==> src/sv/bpmmu_pkg.sv <==
// Shared types and constants for the banked page MMU translator.
// Has no dependencies; imported by banked_page_mmu_translate.
package bpmmu_pkg;

   typedef logic [1:0]  size_mode_type;
   typedef logic [9:0]  page_reg_type;
   typedef logic [10:0] page_type;
   typedef logic [2:0]  op_type;

   localparam op_type OP_ACCESS     = 3'd0;
   localparam op_type OP_PAGE_WRITE = 3'd1;
   localparam op_type OP_MMU_ENABLE = 3'd2;
   localparam op_type OP_TASK       = 3'd3;
   localparam op_type OP_ROM_MAP    = 3'd4;
   localparam op_type OP_MAP_TYPE   = 3'd5;
   localparam op_type OP_VECTORS    = 3'd6;
   localparam op_type OP_EXT_BANK   = 3'd7;

   localparam size_mode_type SIZE_MODE_RESET = 2'd1;
   localparam size_mode_type SIZE_MODE_2048K = 2'd2;
   localparam size_mode_type SIZE_MODE_8192K = 2'd3;

   localparam logic [1:0] ROM_MAP_INTERNAL = 2'd2;
   localparam logic [1:0] ROM_MAP_EXTERNAL = 2'd3;

   localparam logic [15:0] VEC_LOW     = 16'hFE00;
   localparam logic [15:0] VEC_HIGH    = 16'hFEFF;
   localparam logic [12:0] OFFSET_MASK = 13'h1FFF;
   localparam logic [7:0]  PREFIX_FIELD = 8'h30;

   localparam logic [2:0] ROM_FIRST_SLOT = 3'd4;
   localparam logic [2:0] EXT_FIRST_SLOT = 3'd6;

   // RAM page mask for each size mode.
   function automatic page_reg_type ram_mask(input size_mode_type mode);
      page_reg_type res;
      case (mode)
         2'd0:    res = 10'd15;
         2'd1:    res = 10'd63;
         2'd2:    res = 10'd255;
         default: res = 10'd1023;
      endcase
      return res;
   endfunction

   // First default page used while the MMU is off.
   function automatic page_reg_type default_base(input size_mode_type mode);
      page_reg_type res;
      case (mode)
         2'd0:    res = 10'd8;
         default: res = 10'd56;
      endcase
      return res;
   endfunction

   // Page that the vector window maps to.
   function automatic page_reg_type vector_page(input size_mode_type mode);
      page_reg_type res;
      case (mode)
         2'd0:    res = 10'd15;
         default: res = 10'd63;
      endcase
      return res;
   endfunction

endpackage

==> src/sv/banked_page_mmu_translate.sv <==
// Banked page MMU translator: CPU address to 8 KB page physical address.
// Depends on bpmmu_pkg for opcodes, size tables and types.
//
// An accepted access is registered in stage 1, then in the output register.
// Throughput: one transaction per cycle unless stalled, set by the page memory's one read port.
// Reset (synchronous, active high) clears control flags and the valid bits of the page memory;
// no clearing pass is needed, a never-written page register reads as its reset default.
module banked_page_mmu_translate
   import bpmmu_pkg::*;
(
   input  logic        clock,
   input  logic        reset,

   input  logic        req_valid,
   output logic        req_stall,
   input  logic [2:0]  req_operation,
   input  logic [15:0] req_cpu_address,
   input  logic [3:0]  req_reg_index,
   input  logic [7:0]  req_write_data,

   output logic        rsp_valid,
   input  logic        rsp_stall,
   output logic [23:0] rsp_physical_address,
   output logic        rsp_target,

   input  logic        csr_valid,
   output logic        csr_ready,
   input  logic [1:0]  csr_ram_size_mode
);

   // Control state. These registers are written when the operation that
   // changes them is accepted, so an access that follows in the next cycle
   // already sees the new value.
   size_mode_type size_mode_ff;
   logic          task_ff;
   logic          mmu_on_ff;
   logic          vectors_on_ff;
   logic [1:0]    rom_map_ff;
   logic          all_ram_ff;
   logic [1:0]    prefix_ff;

   // Page register store: a 16-entry synchronous memory with one read and
   // one write port. Each entry has a valid bit so that reset needs no sweep.
   page_reg_type  page_mem [16];
   logic [15:0]   entry_valid_ff;

   // Stage 1: access transaction waiting on the memory read data.
   logic          s1_valid_ff;
   logic [15:0]   s1_addr_ff;
   page_reg_type  s1_rd_ff;
   logic          s1_hit_ff;

   // Output register.
   logic          rsp_valid_ff;
   logic [23:0]   rsp_addr_ff;
   logic          rsp_target_ff;

   logic          s1_advance;
   logic          req_accept;
   logic          is_access;
   logic [3:0]    rd_index;
   page_reg_type  mask_cur;
   page_reg_type  base_cur;
   page_reg_type  reg_page;
   page_type      slot_pg;
   page_type      final_pg;
   logic [2:0]    s1_slot;
   logic [23:0]   rsp_addr_in;
   logic          rsp_target_in;

   // Stage 1 moves on when the output register is empty or being drained.
   // A non-access operation completes at acceptance, yet it is held off too
   // while stage 1 is stuck so the flags stay fixed under a waiting access.
   assign s1_advance = !rsp_valid_ff || !rsp_stall;
   assign req_stall  = s1_valid_ff && !s1_advance;
   assign req_accept = req_valid && !req_stall;
   assign is_access  = (req_operation == OP_ACCESS);
   assign csr_ready  = 1'b1;

   assign mask_cur = ram_mask(size_mode_ff);
   assign base_cur = default_base(size_mode_ff);
   assign rd_index = {task_ff, req_cpu_address[15:13]};

   // Control register updates.
   always_ff @(posedge clock) begin
      if (reset) begin
         size_mode_ff   <= SIZE_MODE_RESET;
         task_ff        <= 1'b0;
         mmu_on_ff      <= 1'b0;
         vectors_on_ff  <= 1'b0;
         rom_map_ff     <= 2'd0;
         all_ram_ff     <= 1'b0;
         prefix_ff      <= 2'd0;
         entry_valid_ff <= '0;
      end else begin
         if (csr_valid && csr_ready) begin
            size_mode_ff <= csr_ram_size_mode;
         end
         if (req_accept) begin
            case (req_operation)
               OP_PAGE_WRITE: begin
                  entry_valid_ff[req_reg_index] <= 1'b1;
               end
               OP_MMU_ENABLE: mmu_on_ff     <= (req_write_data != 8'd0);
               OP_TASK:       task_ff       <= req_write_data[0];
               OP_ROM_MAP:    rom_map_ff    <= req_write_data[1:0];
               OP_MAP_TYPE:   all_ram_ff    <= (req_write_data != 8'd0);
               OP_VECTORS:    vectors_on_ff <= (req_write_data != 8'd0);
               OP_EXT_BANK: begin
                  if (size_mode_ff == SIZE_MODE_2048K) begin
                     prefix_ff <= 2'd0;
                  end else if (size_mode_ff == SIZE_MODE_8192K) begin
                     prefix_ff <= 2'((req_write_data & PREFIX_FIELD) >> 4);
                  end
               end
               default: ;
            endcase
         end
      end
   end

   // Page memory: the write takes the bank prefix and the data masked to
   // the RAM size. Reads and writes come from different transactions, so
   // they never meet at one edge and no forwarding is needed.
   always_ff @(posedge clock) begin
      if (req_accept && (req_operation == OP_PAGE_WRITE)) begin
         page_mem[req_reg_index] <= {prefix_ff, req_write_data & mask_cur[7:0]};
      end
      if (req_accept && is_access) begin
         s1_rd_ff  <= page_mem[rd_index];
         s1_hit_ff <= entry_valid_ff[rd_index];
         s1_addr_ff <= req_cpu_address;
      end
   end

   always_ff @(posedge clock) begin
      if (reset) begin
         s1_valid_ff <= 1'b0;
      end else if (req_accept) begin
         s1_valid_ff <= is_access;
      end else if (s1_advance) begin
         s1_valid_ff <= 1'b0;
      end
   end

   // Stage 2: choose the page for the slot and form the physical address.
   assign s1_slot  = s1_addr_ff[15:13];
   // A never-written register holds its reset default: the base for the
   // reset size mode plus the slot number.
   assign reg_page = s1_hit_ff ? s1_rd_ff
                               : default_base(SIZE_MODE_RESET) + 10'(s1_slot);

   always_comb begin
      if (all_ram_ff || (s1_slot < ROM_FIRST_SLOT)) begin
         if (mmu_on_ff) begin
            slot_pg = page_type'(reg_page);
         end else begin
            slot_pg = page_type'(base_cur) + page_type'(s1_slot);
         end
      end else begin
         case (rom_map_ff)
            ROM_MAP_INTERNAL: slot_pg = page_type'(mask_cur) + page_type'(s1_slot) - 11'd3;
            ROM_MAP_EXTERNAL: slot_pg = page_type'(mask_cur) + page_type'(s1_slot) + 11'd1;
            default: begin
               // Split map: two internal ROM pages, then two external ones.
               if (s1_slot < EXT_FIRST_SLOT) begin
                  slot_pg = page_type'(mask_cur) + page_type'(s1_slot) - 11'd3;
               end else begin
                  slot_pg = page_type'(mask_cur) + page_type'(s1_slot) - 11'd1;
               end
            end
         endcase
      end

      if (vectors_on_ff && (s1_addr_ff >= VEC_LOW)) begin
         final_pg = page_type'(vector_page(size_mode_ff));
      end else begin
         final_pg = slot_pg;
      end

      // Addresses above the vector window go straight to I/O.
      if (s1_addr_ff > VEC_HIGH) begin
         rsp_addr_in   = {8'd0, s1_addr_ff};
         rsp_target_in = 1'b1;
      end else begin
         rsp_addr_in   = {final_pg, s1_addr_ff[12:0] & OFFSET_MASK};
         rsp_target_in = 1'b0;
      end
   end

   // Output register.
   always_ff @(posedge clock) begin
      if (reset) begin
         rsp_valid_ff <= 1'b0;
      end else if (s1_advance) begin
         rsp_valid_ff <= s1_valid_ff;
      end
   end

   always_ff @(posedge clock) begin
      if (s1_advance && s1_valid_ff) begin
         rsp_addr_ff   <= rsp_addr_in;
         rsp_target_ff <= rsp_target_in;
      end
   end

   assign rsp_valid            = rsp_valid_ff;
   assign rsp_physical_address = rsp_addr_ff;
   assign rsp_target           = rsp_target_ff;

endmodule
==> config.mk <==
export PLATFORM = sky130hd
export DESIGN_NAME = banked_page_mmu_translate
export DESIGN_NICKNAME = d
export VERILOG_FILES = /design/src/sv/bpmmu_pkg.sv /design/src/sv/banked_page_mmu_translate.sv
export SDC_FILE = /design/constraint.sdc
export NUM_CORES = 1
export LEC_CHECK = 0
export BUFFER_PORTS_ARGS = -buffer_cell sky130_fd_sc_hd__buf_2
export CORE_MARGIN = 2
export CORE_UTILIZATION = 40
export DETAILED_ROUTE_END_ITERATION = 10
export GPL_ROUTABILITY_DRIVEN = 0
export PLACE_DENSITY = 0.55
export SYNTH_ARGS = -nofsm -noshare
export SYNTH_HDL_FRONTEND = slang
export SYNTH_SLANG_ARGS = --single-unit
==> constraint.sdc <==
create_clock -name clock -period 9.4 [get_ports clock]
set_clock_uncertainty 0.1 [all_clocks]
set_input_delay 0 -clock clock [delete_from_list [all_inputs] [get_ports clock]]
set_output_delay 0 -clock clock [all_outputs]
set_load 0.02 [all_outputs]
**Yosys cells after proc, flatten, opt, wreduce, memory -nomap -nowiden**

Memories as Yosys holds them, arrays and structs flattened. A register that Yosys moved wholly into a read port is not among the register bits.
Cells that the tools add are included.

- Word-level logic and storage cells: 91
- Bits in writable memories: 160
- Input port bits: 38
- Register bits: 70
- Memories: 1

- Reductions and logical operators: 26
- $lt $le $gt $ge: 7
- Bitwise operators: 2
- Eq/ne operators: 12
- Multiplexer cells: 21
- Add/subtract/negate cells: 6

Memory list:

| name | depth | bits a word | rd ports | clocked after memory_dff | write ports | RTL line | source |
|---|---|---|---|---|---|---|---|
| page_mem | 16 | 10 | 1 | 1 | 1 | banked_page_mmu_translate.sv:44 | `page_reg_type page_mem [16];` |

Operators by type and width:

| kind | count |
|---|---|
| 11-bit two-way mux | 3 |
| 10-bit one-hot mux with 3 select lines | 1 |
| 10-bit by 3-bit adder with 11-bit output | 2 |
| 11-bit one-hot mux with 2 select lines | 1 |
| 10-bit two-way mux | 2 |
| 16-bit greater-or-equal comparator, second input constant | 1 |
| 16-bit > comparator, second input constant | 1 |
| 16-bit two-way mux | 1 |
| 16-bit bitwise OR | 1 |
| 3-bit == test, second input constant | 4 |
| 6-bit two-way mux | 2 |
| 2-bit AND reduction | 6 |
| 11-bit by 1-bit adder with 11-bit output, second input constant | 1 |
| 11-bit by 1-bit subtractor with 11-bit output, second input constant | 1 |
| 11-bit by 2-bit subtractor with 11-bit output, second input constant | 1 |
| 4-bit by 5-bit < comparator with 1-bit output, second input constant | 2 |
| 8-bit AND | 1 |
| 2-bit == test, second input constant | 4 |
| 8-bit nonzero test | 1 |
| 6-bit by 3-bit adder with 7-bit output, first input constant | 1 |
| 1-bit logical AND | 7 |
| 1-bit two-way mux | 7 |
| 3-bit by 2-bit == test with 1-bit output, second input constant | 2 |
| 3-bit < comparator, second input constant | 2 |
| other kinds (13) | 19 |

**Logic depth before layout (Yosys ltp)**

Gate-level depths: netlist of run 1.

- Depth after elaboration: 9
- Gate-level depth with buffers: 11
- Depth with buffers taken out: 9

**Least setup slack after synthesis of run 1**

OpenSTA, ideal clock, no wires.

- Kind: register to register
- From: reg rsp_valid_ff, in the netlist rsp_valid
- To: reg s1_addr_ff[0], enable pin
- Buffers on the path: 0
- Arrival: 2,588 ps
- Clock period less this slack: 3,135 ps
- Stages on the path, launching flop included: 4
- Slack: 6,265 ps
- Library setup time: 447 ps
- Cell sequence: dfxtp_1 > nand3_1 > nand3b_1 > nor3_1

- Cells in the longest elaborated chain, start to end: 7

Ends and longest elaborated chain:

| item | RTL line | source |
|---|---|---|
| start: declaration | banked_page_mmu_translate.sv:54 | `logic rsp_valid_ff;` |
| start signal: assignment | banked_page_mmu_translate.sv:196 | `rsp_valid_ff <= s1_valid_ff;` |
| 1-bit zero test | banked_page_mmu_translate.sv:74 | `assign s1_advance = !rsp_valid_ff \|\| !rsp_stall;` |
| 1-bit logical OR | banked_page_mmu_translate.sv:74 |  |
| 1-bit zero test | banked_page_mmu_translate.sv:75 | `assign req_stall = s1_valid_ff && !s1_advance;` |
| 1-bit logical AND | banked_page_mmu_translate.sv:75 |  |
| 1-bit zero test | banked_page_mmu_translate.sv:76 | `assign req_accept = req_valid && !req_stall;` |
| 1-bit logical AND | banked_page_mmu_translate.sv:76 |  |
| 1-bit logical AND | banked_page_mmu_translate.sv:129 | `if (req_accept && is_access) begin` |
| end signal: assignment | banked_page_mmu_translate.sv:132 | `s1_addr_ff <= req_cpu_address;` |
| end: declaration | banked_page_mmu_translate.sv:49 | `logic [15:0] s1_addr_ff;` |

No other way between the ends.
A chain may end at the register's enable or synchronous reset.

**Final worst setup path of run 1**

- From: reg rsp_valid_ff, in the netlist rsp_valid
- To: reg task_ff

- Cells in the longest elaborated chain, start to end: 7

Ends and longest elaborated chain:

| item | RTL line | source |
|---|---|---|
| 1-bit zero test | banked_page_mmu_translate.sv:74 |  |
| 1-bit logical OR | banked_page_mmu_translate.sv:74 |  |
| 1-bit zero test | banked_page_mmu_translate.sv:75 |  |
| 1-bit logical AND | banked_page_mmu_translate.sv:75 |  |
| 1-bit zero test | banked_page_mmu_translate.sv:76 |  |
| 1-bit logical AND | banked_page_mmu_translate.sv:76 |  |
| 2-bit AND reduction (no source line) | - |  |
| end signal: assignment | banked_page_mmu_translate.sv:105 | `OP_TASK: task_ff <= req_write_data[0];` |
| end: declaration | banked_page_mmu_translate.sv:35 | `logic task_ff;` |

No other way between the ends.

==> metrics, run 1 <==
Worst Setup Start Kind=flip-flop; final hold vios=0; die area=0.0258 mm²; sw frac=20.9%; largest net degree at the start of global routing=46; antenna cells=0; Worst Setup SP=rsp_valid$_SDFFE_PP0N_; CTS root buf=clkbuf_16; Slew @ Worst Pin=1.14 ns; met3 usage=2.92%; met1 Resource Use GR=22.3%; DRC viols=0; GRT met2 Usage=28.2%; Seq pwr share=53.1%; number of global-route vias before repair=5755; Clk pin slew, worst setup/hold paths=0.06 ns; Initial Util=40.5%; max-slew violations=0; final worst-path cycle share=32.4%; first-pass GRT wire length=33.1 mm; ranking of synthesized cells by area=edfxtp_1 65%, mux4_2 13%, dfxtp_1 5.7%; Setup TNS=0 ns; CP Depth=9; initial antenna violation count=0; most frequent CP cell=dlygate4sd3_1; postcts setup bufs=0; Cell Area, Synth=0.00982 mm²; Slew headroom=23.5%; main flop type after synthesis=edfxtp_1; drt first pass iters=5; clock power share=41.5%; Reg-to-Reg Start=rsp_valid$_SDFFE_PP0N_; commonest cells in the synthesized netlist=212 x edfxtp_1, 55 x mux4_2, 52 x nor2_1, 28 x dfxtp_1, 28 x nand2_1; worst reg2reg endpoint=task_ff$_SDFFE_PP0P_; number of DRC markers in iteration 0=520; FF-to-FF setup slack=6.35 ns; achievable frequency=328 MHz; Die Span X=161 µm; Hold Slack=0.0874 ns; via count=5558; Congestion Overflow GR=0; Post-synth ARST share=0%; Sw Pwr=0.461 mW; row count=57; count leader, synth=edfxtp_1; Post-Route WL=21.1 mm; P per Cell Area=188 mW/mm²; Power Total=2.21 mW; post-CTS sizing=0; synthesized flop and latch total=240; vias per cell=5.35; peak supply drop=151 µV; Yosys top cell by area=edfxtp_1; number of flops mapped to enable cells by yosys=212; hold buffers post-CTS=50; Syn. warnings=0; critical path class=flip-flop to flip-flop; GRT Overall Usage=16.6%; Ports=66; WP buf/inv=4; Die Span Y=161 µm; CTS Buf Count=26; slowest CP cell=dlygate4sd3_1; antenna-violating nets left=0; Worst EP arrival=3.33 ns; Logic pwr share=5.3%; Worst Setup Slack, final=6.35 ns; core area=0.0242 mm²; Max Fanout on Critical Path=4; post-DR wirelength/cell=20.3 µm; CP peak stage delay=0.60 ns; Max-cap violations=0; CTS tree=yes; minimum clock period=3.05 ns; I/O Buffers=64; hpwl dp=13.9 mm; CP required=9.68 ns; Layout area overhead=19.5%; P_int=1.75 mW; synthesized netlist cell count=578; Min-Delay Path Class=input pin to flip-flop; worst-path cell chain=nand3_1 > inv_1 > nor3b_1 > dlygate4sd3_1 > nand3_1 > dlygate4sd3_1 > mux2i_1 > dlygate4sd3_1 > nor2_1; Clock Latency Late Sink=0.52 ns; Syn Nets=620; unrepaired setup endpoints after global routing=no; Worst path top cell family by delay=buffers and inverters; register area share after synthesis=70.5%; GRT busiest layer=met2; final net count=742; Leak Pwr=3.78 nW; final setup fails=0; status=finished clean; pre-CTS WS=6.47 ns; FF-to-FF path depth=9; filler instances=2055; share of layout cells above drive strength 1=24.8%; crit path to=task_ff$_SDFFE_PP0P_; share of the synthesized area in the top cell type=64.8%; synthesized area per cell=17.0 µm²; distinct cell type count after synthesis=56; CTS Buffer Depth=3; Max H-tree Level=1; number of clock sinks=240; crit end category=flip-flop
## how the worst min path moves through the flow
stage,start,end,slack [ns],cells past startpoint
2_1_floorplan,req_write_data[0],page_mem[0][0]$_DFFE_PP_,-0.001,0
3_3_place_gp,req_cpu_address[3],s1_addr_ff[3]$_DFFE_PP_,0.08,1
3_5_place_dp,req_cpu_address[7],s1_addr_ff[7]$_DFFE_PP_,0.08,1
4_1_cts,req_cpu_address[6],s1_addr_ff[6]$_DFFE_PP_,0.07,2
5_1_grt,req_cpu_address[3],s1_addr_ff[3]$_DFFE_PP_,0.1,2
6_report,req_cpu_address[14],s1_addr_ff[14]$_DFFE_PP_,0.09,2
## worst register-to-register path, delay by kind of cell (launching register included)
| family | cells | cell delay (ns) |
|---|---|---|
| and+or+nand+nor | 4 | 0.50 |
| muxes | 1 | 0.14 |
| buffers and inverters | 4 | 1.84 |
| DFF | 1 | 0.34 |
## sequential cells by signal (all words and copies together) (netlist names)
register	cells
mmu_on_ff	1
size_mode_ff	2
page_mem	160
entry_valid_ff	16
vectors_on_ff	1
s1_rd_ff	10
rsp_valid	1
task_ff	1
prefix_ff	2
rsp_target	1
rom_map_ff	2
all_ram_ff	1
s1_valid_ff	1
s1_addr_ff	16
s1_hit_ff	1
rsp_physical_address	24
## placed cells by master, fill, tap and decap left out, drive strengths merged, types with 5 or more instances in the layout
cell	Yosys	routed
mux2i	10	10
nor4	5	5
nor2	53	53
edfxtp	212	212
nor2b	8	8
nand3	14	14
nand2	28	28
dfxtp	28	28
nand2b	6	6
inv	10	10
nor3	12	12
clkbuf	10	28
o21ai	13	13
mux4	55	55
and2	8	8
a31oi	12	12
a21oi	17	17
clkinv	0	13
dlygate4sd3	0	50
xnor2	6	6
buf	18	72
## power groups by stage
| stage | registers [mW] | logic, mW | clock network [mW] |
|---|---|---|---|
| finish | 1.17 | 0.118 | 0.918 |
| global placement | 1.20 | 0.103 | 0 |
| detailed placement | 1.20 | 0.105 | 0 |
| floorplan | 1.19 | 0.0730 | 0 |
| CTS | 1.17 | 0.119 | 0.941 |
| global route | 1.17 | 0.129 | 0.984 |
## layer usage
metal,up-vias,routed length [µm]
li1,2539,-
met5,-,0
met2,190,10400
met3,37,1230
met1,2792,8900
met4,0,515
## through the flow
step / utilization, % / std cells / area [µm²]
after CTS: 48.4 / 1039 / 11700
after global routing: 48.4 / 1039 / 11700
after detailed placement: 43.2 / 946 / 10500
after floorplan: - / 578 / 9820
after global placement: 43.2 / 946 / 10500
final: 48.4 / 1039 / 11700
## final cells by class
cell class,instances,area (µm²),area share [%]
well taps,324,405,3.45
flip-flops and latches,240,6930,59.0
clock buffers,28,658,5.61
multi-input cells,300,2720,23.2
repair buffers,122,881,7.50
clock inverters,15,113,0.959
inverters,10,37.5,0.320
## logic make-up after synthesis
kind of cell	synth area share [%]
fa+ha+maj	0.509
simple gates	7.76
mux	13.7
xor+xnor	0.891
buf+inv	1.90
compound gates	4.74
other cells	0.0382
flops	70.5
(Power assumes the default switching activity.)
==> run 2: changes to the inputs <==
--- a/config.mk
+++ b/config.mk
@@ -10,7 +10,7 @@
 export CORE_UTILIZATION = 40
 export DETAILED_ROUTE_END_ITERATION = 10
 export GPL_ROUTABILITY_DRIVEN = 0
-export PLACE_DENSITY = 0.55
+export PLACE_DENSITY = 0.57
 export SYNTH_ARGS = -nofsm -noshare
 export SYNTH_HDL_FRONTEND = slang
 export SYNTH_SLANG_ARGS = --single-unit
==> constraint.sdc (replaced) <==
create_clock -name clock -period 2.8 [get_ports clock]
set_clock_uncertainty 0.1 [all_clocks]
set_input_delay 0 -clock clock [delete_from_list [all_inputs] [get_ports clock]]
set_output_delay 0 -clock clock [all_outputs]
set_load 0.02 [all_outputs]
==> run 2 against run 1 <==
Clock-buffer cell count rose by 8. Wire length grew 2.9%. Via count is 2.5% higher. Global-route usage is 0.37 points higher. Fmax up 16%. Combinational power rose to 3.6 times the previous value. Largest cell class unchanged.
==> metrics, run 2 (synthesized netlist as in run 1, its figures left out) <==
Power Total=7.69 mW; max FFs per register=160; Ports=66; CTS tree=yes; CTS Buffer Depth=3; Min-Delay Path Class=input pin to flip-flop; footprint of the multi-input gates=0.00273 mm²; via count=5697; CP required=3.07 ns; final net count=764; Worst Setup Start Kind=flip-flop; antenna cells=0; unrepaired setup endpoints after global routing=no; Post-Route WL=21.7 mm; Reg area=0.00693 mm²; peak supply drop=387 µV; share of layout cells above drive strength 1=27.1%; largest net degree at the start of global routing=46; Biggest register=page_mem; number of DRC markers in iteration 0=437; Max-cap violations=0; row count=57; hpwl dp=14.1 mm; max-slew violations=0; Slew headroom=46.5%; achievable frequency=382 MHz; Max Fanout on Critical Path=10; most frequent cells in the layout=212 x edfxtp_1, 64 x buf_2, 55 x mux4_2, 52 x nor2_1, 50 x dlygate4sd3_1; crit end category=flip-flop; CTS root buf=clkbuf_16; antenna-violating nets left=0; Slew @ Worst Pin=0.796 ns; status=finished clean; die area=0.0258 mm²; final hold vios=0; number of clock sinks=240; Worst EP arrival=2.89 ns; CTS Buf Count=26; minimum clock period=2.62 ns; GRT Overall Usage=17.0%; first-pass GRT wire length=33.8 mm; Leak Pwr=3.95 nW; drt first pass iters=8; critical path class=flip-flop to flip-flop; post-DR wirelength/cell=20.4 µm; I/O Buffers=64; number of global-route vias before repair=5875; P per Cell Area=640 mW/mm²; Clock Latency Late Sink=0.53 ns; Setup TNS=0 ns; Die Span Y=161 µm; Max H-tree Level=1; vias per cell=5.36; core area=0.0242 mm²; filler instances=2054; Initial Util=40.5%; postcts setup bufs=0; Layout area overhead=22.4%; Clk pin slew, worst setup/hold paths=0.06 ns; Congestion Overflow GR=0; final worst-path cycle share=93.5%; DRC viols=0; final setup fails=0; leading cell type in the layout, fill and taps excluded=edfxtp_1; Die Span X=161 µm; initial antenna violation count=0
[run 2: area by class of cell]
cell class / instances / area share (%)
clock inverters: 8 / 0.833
inverters: 10 / 0.312
multi-input cells: 300 / 22.7
well taps: 324 / 3.37
repair buffers: 144 / 9.01
flip-flops and latches: 240 / 57.6
clock buffers: 36 / 6.15
[run 2: report_power, final]
group / switching (mW) / internal [mW]
Clock: 1.32 / 2.02
Sequential: 0.0191 / 3.91
Combinational: 0.229 / 0.192
[run 2: critical path, cell delays in order (launching register included)]
cell      delay [ns]
edfxtp_1        0.34
inv_1           0.07
ha_1            0.23
ha_1            0.47
o21ai_0         0.21
nor3_1          0.26
nand4_1         0.24
or3_1           0.39
a21boi_0        0.15
[run 2: final timing paths]
check | start | end | slack (ns) | cells after the start
worst max-delay path | s1_addr_ff[13]$_DFFE_PP_ | rsp_physical_address[22]$_SDFFCE_PP0P_ | 0.18 | 8
worst min-delay path | req_write_data[7] | page_mem[1][7]$_DFFE_PP_ | 0.07 | 2
worst max register to register | s1_addr_ff[13]$_DFFE_PP_ | rsp_physical_address[22]$_SDFFCE_PP0P_ | 0.18 | 8
worst min register to register | s1_addr_ff[6]$_DFFE_PP_ | rsp_physical_address[6]$_DFFE_PP_ | 0.32 | 0
[run 2: what timing repair did]
item / CTS / global route
hold endpoints to repair: 183 / 0
setup endpoints to repair: 0 / 1
gates resized for setup: 0 / 1
hold buffers: 50 / 0
[run 2: layer usage]
metal	global-route usage [%]	part of all wire, %	up-vias
met1	22.1	43	2906
li1	-	-	2575
met5	0	0	-
met3	2.48	4.4	48
met4	4.63	2.3	0
met2	29.9	50	168
[run 2: per-stage QoR]
step | util, % | worst slack (ns) | instances | instance area [µm²] | hold slack, ns
2_1_floorplan | - | 0.299 | 578 | 9830 | -0.00113
3_3_place_gp | 44.0 | 0.329 | 968 | 10700 | 0.0799
3_5_place_dp | 44.0 | 0.254 | 968 | 10700 | 0.0789
4_1_cts | 49.6 | 0.175 | 1062 | 12000 | 0.0655
5_1_grt | 49.6 | 0.0103 | 1062 | 12000 | 0.0809
6_report | 49.6 | 0.181 | 1062 | 12000 | 0.0721
==> run 3: changes to the inputs <==
==> constraint.sdc (replaced) <==
create_clock -name clock -period 2.27 [get_ports clock]
set_clock_uncertainty 0.1 [all_clocks]
set_input_delay 0 -clock clock [delete_from_list [all_inputs] [get_ports clock]]
set_output_delay 0 -clock clock [all_outputs]
set_load 0.02 [all_outputs]
==> run 3 against run 2 <==
The flow now finishes with violations (negative setup slack). Via count barely moved. Total power rose by 23%. Worst setup slack got worse by 0.19 ns. Sequential power rose by 23%. Utilization rose by 0.53 points. Final cell count rose by 0.94%. Sequential share of layout area fell by 0.61 points. Sequential cell count did not move. Combinational power rose by 30%. Critical endpoint is now rsp_physical_address[17]$_SDFFCE_PP0P_. Highest routed layer unchanged.
==> metrics, run 3 (synthesized netlist as in run 1, its figures left out) <==
status=finished, violations left; failing checks=negative setup slack; Reg-to-Reg Start=s1_addr_ff[13]$_DFFE_PP_; Die Span Y=161 µm; FF-to-FF setup slack=-0.01 ns; Setup TNS=-0.0103 ns; max FFs per register=160; Clk pin slew, worst setup/hold paths=0.06 ns; DRC viols=0; Worst Setup Slack, final=-0.0103 ns; Max Fanout on Critical Path=5; Congestion Overflow GR=0; CTS root buf=clkbuf_16; Worst Setup SP=s1_addr_ff[13]$_DFFE_PP_; number of DRC markers in iteration 0=424; hpwl dp=14.0 mm; CTS Buffer Depth=3; minimum clock period=2.28 ns; final setup fails=1; Slew headroom=58.9%; row count=57; via count=5692; die area=0.0258 mm²; most frequent cells in the layout=212 x edfxtp_1, 64 x buf_2, 55 x mux4_2, 51 x nor2_1, 44 x dlygate4sd3_1; final hold vios=0; CTS tree=yes; I/O Buffers=64; antenna cells=0; Leak Pwr=3.99 nW; CTS Buf Count=26; Biggest register=page_mem; leading cell type in the layout, fill and taps excluded=edfxtp_1; Clock Latency Late Sink=0.52 ns; Post-Route WL=20.8 mm; number of clock sinks=240; Die Span X=161 µm; achievable frequency=439 MHz; first-pass GRT wire length=32.7 mm; Max H-tree Level=1; largest net degree at the start of global routing=29; pre-CTS WS=-0.0319 ns; crit end category=flip-flop; worst reg2reg endpoint=rsp_physical_address[17]$_SDFFCE_PP0P_; Min-Delay Path Class=input pin to flip-flop; peak supply drop=612 µV; final net count=770; Worst EP arrival=2.43 ns; antenna-violating nets left=0; FF-to-FF path depth=9; crit path to=rsp_physical_address[17]$_SDFFCE_PP0P_; Ports=66; critical path class=flip-flop to flip-flop; core area=0.0242 mm²; max-slew violations=0; Initial Util=40.5%; Hold Slack=0.0442 ns; Layout area overhead=23.7%; share of layout cells above drive strength 1=30.5%; drt first pass iters=5; initial antenna violation count=0; unrepaired setup endpoints after global routing=yes; Slew @ Worst Pin=0.617 ns; Max-cap violations=0; number of global-route vias before repair=5733; post-DR wirelength/cell=19.4 µm; P per Cell Area=778 mW/mm²; GRT Overall Usage=16.2%; final worst-path cycle share=100%; CP required=2.42 ns; vias per cell=5.31; Worst Setup Start Kind=flip-flop
==> run 3: timing repair <==
| action | CTS | global route |
|---|---|---|
| resized for setup | 2 | 11 |
| setup endpoints to repair | 3 | 49 |
| buffers inserted | 1 | 2 |
| endpoints found under the hold margin | 162 | 0 |
| hold buffers | 44 | 0 |
| pin swaps | 6 | 3 |
==> run 3: report_power, final <==
part | total [mW] | switching [mW] | internal (mW)
combinational | 0.547 | 0.293 | 0.255
sequential | 4.85 | 0.0227 | 4.83
clock | 4.05 | 1.60 | 2.45
total | 9.45 | 1.92 | 7.53
==> run 3: area by class of cell <==
class / instances / area, µm²
Inverter: 10 / 40.0
Sequential cell: 240 / 6930
Clock inverter: 8 / 104
Multi-Input combinational cell: 300 / 2820
Tap cell: 324 / 405
Clock buffer: 40 / 733
Timing Repair Buffer: 150 / 1110
Fill cell: 2018 / 12100
==> run 3: how the worst min path moves through the flow <==
stage	cells past startpoint	start	slack, ns	end
finish	2	req_cpu_address[14]	0.04	s1_addr_ff[14]$_DFFE_PP_
CTS	2	req_cpu_address[14]	0.03	s1_addr_ff[14]$_DFFE_PP_
global route	2	req_cpu_address[14]	0.04	s1_addr_ff[14]$_DFFE_PP_
floorplan	0	req_write_data[0]	-0.001	page_mem[0][0]$_DFFE_PP_
detailed placement	1	req_cpu_address[1]	0.08	s1_addr_ff[1]$_DFFE_PP_
global placement	1	req_cpu_address[8]	0.08	s1_addr_ff[8]$_DFFE_PP_
==> run 3: metal layers <==
layer	vias up	track usage [%]	routed length, µm
met5	-	0	0
met4	0	4.87	615
met3	45	2.32	1090
met2	212	26.5	9860
met1	2832	22.9	9250
li1	2603	-	-
==> run 3: per-stage QoR <==
stage               cells  power [mW]  util [%]  instance area, µm²
global route         1072        9.79      50.1               12100
detailed placement    977        5.42      44.6               10800
floorplan             578        5.25         -                9920
global placement      977        5.41      44.6               10800
finish               1072        9.45      50.1               12100
CTS                  1070        9.55      49.9               12100
==> run 3: worst max-delay path, cell delays in order (launching register included) <==
cell and delay [ns]:
edfxtp_1 0.39, inv_4 0.06, ha_4 0.17, ha_4 0.18, nor3_4 0.28, nor3_2 0.11
buf_4 0.16, a31oi_1 0.16, o22ai_1 0.11, o31a_1 0.32
